## src/design/jpid_pkg.sv

```systemverilog
package jpid_pkg;

    // Field and register widths
    localparam int ANGLE_W     = 16;
    localparam int RATE_W      = 20;
    localparam int TORQUE_W    = 20;
    localparam int GAIN_W      = 16;
    localparam int BOUND_W     = 15;
    localparam int LIMIT_W     = 19;

    // Configuration write channel
    localparam int CFG_IDX_W   = 3;
    localparam int CFG_DATA_W  = 19;

    // Integral-term divide by 2000 runs one 17-bit digit per step
    localparam int NUM_DIGITS  = 3;
    localparam int DIGIT_CNT_W = 2;

    typedef enum logic [CFG_IDX_W-1:0] {
        REG_PROP_GAIN    = 3'd0,
        REG_DERIV_GAIN   = 3'd1,
        REG_INTEG_GAIN   = 3'd2,
        REG_ERROR_BOUND  = 3'd3,
        REG_TORQUE_LIMIT = 3'd4
    } jpid_reg_t;

    typedef enum logic [3:0] {
        ST_IDLE,
        ST_RATE_SUM,
        ST_RATE_DIV,
        ST_PROP,
        ST_DERIV,
        ST_CHECK,
        ST_INTEG,
        ST_ITQ,
        ST_DIV,
        ST_OUT
    } jpid_state_t;

    // Datapath commands, one strobe per step of the sample sequence
    typedef struct packed {
        logic load;
        logic rate_sum;
        logic rate_div;
        logic prop;
        logic deriv;
        logic check;
        logic integ;
        logic itq;
        logic div_step;
        logic out_load;
    } jpid_cmd_t;

endpackage

```

## src/design/jpid_controller.sv

```systemverilog
module jpid_controller (
    input  logic                clk,
    input  logic                rst_n,
    input  logic                in_valid,
    output logic                in_ready,
    input  logic                out_ready,
    output logic                out_valid,
    output jpid_pkg::jpid_cmd_t cmd
);
    import jpid_pkg::*;

    localparam logic [DIGIT_CNT_W-1:0] LAST_DIGIT = DIGIT_CNT_W'(NUM_DIGITS - 1);

    jpid_state_t             state_reg;
    jpid_state_t             state_next;
    logic [DIGIT_CNT_W-1:0]  digit_cnt_reg;
    logic [DIGIT_CNT_W-1:0]  digit_cnt_next;
    logic                    out_valid_reg;
    logic                    out_valid_next;
    logic                    out_free;

    // Result slot can take a new value when empty or being drained
    assign out_free = !out_valid_reg || out_ready;

    always_comb
    begin
        state_next = state_reg;
        unique case (state_reg)
            ST_IDLE:     if (in_valid) state_next = ST_RATE_SUM;
            ST_RATE_SUM: state_next = ST_RATE_DIV;
            ST_RATE_DIV: state_next = ST_PROP;
            ST_PROP:     state_next = ST_DERIV;
            ST_DERIV:    state_next = ST_CHECK;
            ST_CHECK:    state_next = ST_INTEG;
            ST_INTEG:    state_next = ST_ITQ;
            ST_ITQ:      state_next = ST_DIV;
            ST_DIV:      if (digit_cnt_reg == LAST_DIGIT) state_next = ST_OUT;
            ST_OUT:      if (out_free) state_next = ST_IDLE;
            default:     state_next = ST_IDLE;
        endcase
    end

    always_comb
    begin
        cmd      = '0;
        in_ready = 1'b0;
        unique case (state_reg)
            ST_IDLE:
            begin
                in_ready = 1'b1;
                cmd.load = in_valid;
            end
            ST_RATE_SUM: cmd.rate_sum = 1'b1;
            ST_RATE_DIV: cmd.rate_div = 1'b1;
            ST_PROP:     cmd.prop     = 1'b1;
            ST_DERIV:    cmd.deriv    = 1'b1;
            ST_CHECK:    cmd.check    = 1'b1;
            ST_INTEG:    cmd.integ    = 1'b1;
            ST_ITQ:      cmd.itq      = 1'b1;
            ST_DIV:      cmd.div_step = 1'b1;
            ST_OUT:      cmd.out_load = out_free;
            default:     ;
        endcase
    end

    assign digit_cnt_next = (state_reg == ST_DIV && digit_cnt_reg != LAST_DIGIT)
                          ? digit_cnt_reg + 1'b1 : '0;
    assign out_valid_next = cmd.out_load ? 1'b1 : (out_ready ? 1'b0 : out_valid_reg);

    always_ff @(posedge clk or negedge rst_n)
    begin
        if (!rst_n)
        begin
            state_reg     <= ST_IDLE;
            digit_cnt_reg <= '0;
            out_valid_reg <= 1'b0;
        end
        else
        begin
            state_reg     <= state_next;
            digit_cnt_reg <= digit_cnt_next;
            out_valid_reg <= out_valid_next;
        end
    end

    assign out_valid = out_valid_reg;

`ifndef SYNTHESIS
    a_accept_starts: assert property (@(posedge clk) disable iff (!rst_n)
        in_valid && in_ready |=> state_reg == ST_RATE_SUM)
        else $error("accepted sample did not start the sequence");

    a_no_overwrite: assert property (@(posedge clk) disable iff (!rst_n)
        cmd.out_load |-> (!out_valid_reg || out_ready))
        else $error("result register overwritten while still held");

    a_load_shows: assert property (@(posedge clk) disable iff (!rst_n)
        cmd.out_load |=> out_valid_reg)
        else $error("loaded result not presented");

    a_digit_idle: assert property (@(posedge clk) disable iff (!rst_n)
        state_reg != ST_DIV |-> digit_cnt_reg == '0)
        else $error("digit counter running outside the divide");

    a_div_ends: assert property (@(posedge clk) disable iff (!rst_n)
        state_reg == ST_DIV && digit_cnt_reg == LAST_DIGIT |=> state_reg == ST_OUT)
        else $error("divide did not finish after the last digit");
`endif

endmodule

```

## config.mk

```make
export PLATFORM = sky130hd
export DESIGN_NAME = jpid_controller
export DESIGN_NICKNAME = d
export VERILOG_FILES = /design/src/design/jpid_pkg.sv /design/src/design/jpid_controller.sv
export SDC_FILE = /design/constraint.sdc
export NUM_CORES = 1
export LEC_CHECK = 0
export ABC_AREA = 1
export ABC_CLOCK_PERIOD_IN_PS = 1200
export BUFFER_PORTS_ARGS = -buffer_cell sky130_fd_sc_hd__buf_2
export CORE_AREA = 8 8 45 47
export CTS_CLUSTER_SIZE = 40
export DETAILED_ROUTE_END_ITERATION = 8
export DIE_AREA = 0 0 53 55
export GPL_ROUTABILITY_DRIVEN = 1
export PLACE_DENSITY_LB_ADDON = 0.08
export RECOVER_POWER = 25
export SYNTH_ARGS = -nofsm -noshare
export SYNTH_HDL_FRONTEND = slang
export SYNTH_SLANG_ARGS = --single-unit
export TNS_END_PERCENT = 10
```

## constraint.sdc

```tcl
create_clock -name clk -period 1.2 [get_ports clk]
set_input_delay 0.3 -clock clk [delete_from_list [all_inputs] [get_ports clk]]
set_output_delay 0.3 -clock clk [all_outputs]
set_load 0.02 [all_outputs]
```

Word-level counts from Yosys, hierarchy flattened
Index checks and enable logic that the tools add are counted.
W data, S select, Z words.

operators by class
  add/subtract/negate cells = 1
  reduce and logical (&&, ||, !) cells = 6
  equality and inequality tests = 14
  multiplexer cells = 18

operators by type and width
  kind                   number
  $pmux W4 S10           1
  $eq A4 B3 Y1 const B   4
  $mux W1                13
  $mux W4                3
  $eq A4 B2 Y1 const B   2
  $eq A4 B4 Y1 const B   2
  $ne A2 B2 Y1 const B   4
  $eq A4 B1 Y1 const B   1
  $logic_not A4 Y1       1
  $reduce_and A3 Y1      1
  $add A2 B1 Y2 const B  1
  $eq A2 B2 Y1 const B   1
  $mux W2                1
  $reduce_bool A2 Y1     1
  $logic_and A1 B1 Y1    1
  $logic_not A1 Y1       1
  $logic_or A1 B1 Y1     1

word-level totals
  input port bits = 4
  word-level logic and storage cells = 42
  output and inout port bits = 12
  register bits = 7

Longest topological paths before layout
  depth after elaboration = 4
  depth in mapped cells = 6
  depth with buffers taken out = 6

Worst setup path before layout
No wires, ideal clock.

  kind = register to output
  start = register state_reg[2]
  end = output cmd[7] (netlist name)
  buffers on the path = 0
  path slack = -222 ps
  stages on the path, launching flop included = 4
  arrival = 1,122 ps
  required time = 900 ps
  cell sequence = dfrtp_1 nor2_1 inv_1 nor3_1

RTL lines
  what                    RTL line               RTL
  start, declared         jpid_controller.sv:14  jpid_state_t state_reg;
  start signal, assigned  jpid_controller.sv:80  state_reg <= state_next;
  end, declared           jpid_controller.sv:8   output jpid_pkg::jpid_cmd_t cmd

==> impl_metrics.json <==
{
  "outcome": "finished, violations left",
  "violations": "negative setup slack",
  "yosysUniqueCellTypes": 16,
  "powerDensity_nw_per_um2": 2735,
  "ys_warn_count": 0,
  "clkTransAtPathRegs_ns": 0.05,
  "cts-root-buf": "clkbuf_4",
  "htreeDepth": 1,
  "area_growth_pct": 70.76,
  "first_pass_iters": 2,
  "crit_type": "flip-flop to primary output",
  "netlist_top_cells_area": "dfrtp_1 41%, inv_1 11%, nor2_1 9.6%",
  "die_area_um2": 2915,
  "post-place-ws_ns": -0.05518,
  "slew_violations": 0,
  "track_usage_pct": 7.785,
  "io_buffers": 15,
  "cts_max_path_buffers": 2,
  "switching_power_uw": 933.9,
  "relSlewSlack_pct": 75.19,
  "clock_sinks": 7,
  "fin_crit_sh_pct": 125.2,
  "switching_share_pct": 46.74,
  "power.internal_mw": 1.064,
  "grt_max_degree": 8,
  "wl_per_cell_um": 10.54,
  "drc_errors": 0,
  "comb_power_share_pct": 68.9,
  "drive_gt1_share_pct": 54.65,
  "synth_top_area_share_pct": 40.94,
  "final.fill_count": 145,
  "p_clk_share_pct": 10.2,
  "hpwlAfterDp_um": 895.4,
  "yosysTopAreaCell": "dfrtp_1",
  "grt_use_met1_pct": 6.902,
  "dieWidth_um": 53,
  "dpl_cell_area_um2": 585.6,
  "seq_area_frac_synth_pct": 40.94,
  "grt_pass1_wl_mm": 1.656,
  "design_area_um2": 730.7,
  "synth.avg_cell_area_um2": 7.378,
  "ir_drop_uv": 915.8,
  "insertion_delay_ns": 0.24,
  "gr-usage-met2_pct": 14.26,
  "drt_iter0_drc": 2,
  "cts_buffers": 3,
  "final_hold_viol_count": 0,
  "tritoncts": "yes",
  "crit_arrival_ns": 1.20,
  "seq_power_share_pct": 20.9,
  "syn_nets": 63,
  "worstPathRequired_ns": 0.90,
  "hold_class": "input port to flip-flop",
  "grt_pass1_vias": 431,
  "fin_worst_skew_ns": 0.0002160,
  "finalSetupViolCount": 12,
  "fp-row-count": 14,
  "ys_ff_latch": 7,
  "antenna_found_initial": 0,
  "finalWirelength_mm": 1.075,
  "min_period_ns": 1.502,
  "timing.final.ws_setup_ns": -0.3022,
  "syn_inst": 58,
  "r2r_cells": 6,
  "grt.overflow.total": 0,
  "num_antenna_cells": 0,
  "startpoint_type": "flip-flop",
  "via_per_inst": 4.412,
  "tightest_slew_ns": 0.3722,
  "grt_setup_unrepaired": "yes",
  "layout.nets": 92,
  "synth_area_um2": 427.9,
  "cellLeakagePower_nw": 0.4021,
  "fp.dieH_um": 55,
  "coreArea_um2": 1384,
  "pin_count": 16,
  "gp_congestion": 0.7882,
  "crit_fanout": 4,
  "largest_reg_flops": 4,
  "holdPathStages": 4,
  "num_vias": 450,
  "use_met3_pct": 2.406,
  "initial_core_util_pct": 30.92,
  "fmax_mhz": 665.7,
  "ant_nets": 0,
  "crit_path_end_kind": "primary output",
  "drv_cap": 0,
  "busiest_layer": "met2"
}
[cell families after synthesis]
group | share of synthesized area, %
buffers and inverters | 14.04
and+or+nand+nor | 34.79
adders and majority gates | 2.924
DFF | 40.94
AOI/OAI and AO/OA | 7.308
[layout by cell type, fill, tap and decap left out, types with 2 or more instances in the layout]
master    instances
inv_2             5
nor2_1            8
nor3_2            2
nor2_4            3
nand2_1           5
inv_1             9
clkbuf_4          3
nand2_4           2
nor2_2            4
o21bai_1          2
buf_2             3
clkbuf_1          2
buf_4            12
nand3_1           3
buf_6             8
dfrtp_1           6
[synth_stat cells]
cell type	number
inv_1	13
nor2_1	11
dfrtp_1	7
nand2_1	7
nor2_2	4
nand3_1	3
nor3_1	3
o21bai_1	2
buf_4	1
ha_1	1
inv_2	1
nand2_2	1
nand3_2	1
nor3_2	1
o21ai_0	1
o21bai_2	1
[final cells by class]
type,count,area (um^2),area share (%)
repair buffers,25,209.0,28.60
flip-flops and latches,7,176.4,24.14
clock buffers,4,26.28,3.596
inverters,14,52.55,7.192
multi-input cells,36,246.5,33.73
well taps,16,20.02,2.740
[metal layers]
metal / vias up / wire length [um]
met1: 205 / 415
li1: 233 / -
met5: - / 0
met4: 0 / 12
met3: 2 / 86
met2: 10 / 561
[final timing paths]
path | slack (ns) | endpoint | startpoint
min reg2reg | 0.42 | digit_cnt_reg[0]$_DFF_PN0_ | digit_cnt_reg[0]$_DFF_PN0_
min | 0.33 | out_valid$_DFFE_PN0P_ | out_ready
max reg2reg | -0.01 | state_reg[3]$_DFFE_PN0P_ | state_reg[3]$_DFFE_PN0P_
max in group asynchronous | 0.43 | state_reg[1]$_DFFE_PN0P_ | rst_n
max | -0.30 | cmd[1] | state_reg[0]$_DFFE_PN0P_
min in group asynchronous | 0.48 | digit_cnt_reg[0]$_DFF_PN0_ | rst_n
[critical path, stage by stage (launching register included)]
cell and delay [ns]:
dfrtp_1 0.41, inv_2 0.13, nand2_4 0.08, nor3_4 0.20
buf_6 0.15
[timing repair]
action | CTS | global route
pin swaps | 3 | 5
cloned | 0 | 0
resized for setup | 18 | 17
hold buffers | 1 | 0
setup endpoints to repair | 11 | 13
setup buffers | 0 | 1
endpoints found under the hold margin | 7 | 0
[power groups by stage]
stage / logic, mW / clock network (mW) / registers, mW
after floorplan: 0.617 / 0 / 0.409
after global placement: 1.07 / 0 / 0.392
after detailed placement: 1.06 / 0 / 0.398
after CTS: 1.20 / 0.216 / 0.405
after global routing: 1.50 / 0.227 / 0.432
final: 1.38 / 0.203 / 0.418
[through the flow]
stage          setup TNS [ns]  power (mW)  instances  hold WS [ns]  util, %
2_1_floorplan         -0.2902       1.026         58      0.004409        -
3_3_place_gp          -0.2906       1.458         96        0.1434    42.31
5_1_grt                -3.748       2.156        102        0.3346    52.80
4_1_cts                -2.924       1.824        101        0.3207    48.28
6_report               -2.771       1.998        102        0.3298    52.80
3_5_place_dp          -0.3229       1.457         96        0.1450    42.31
Note: power is estimated with default switching activity, not from simulation.
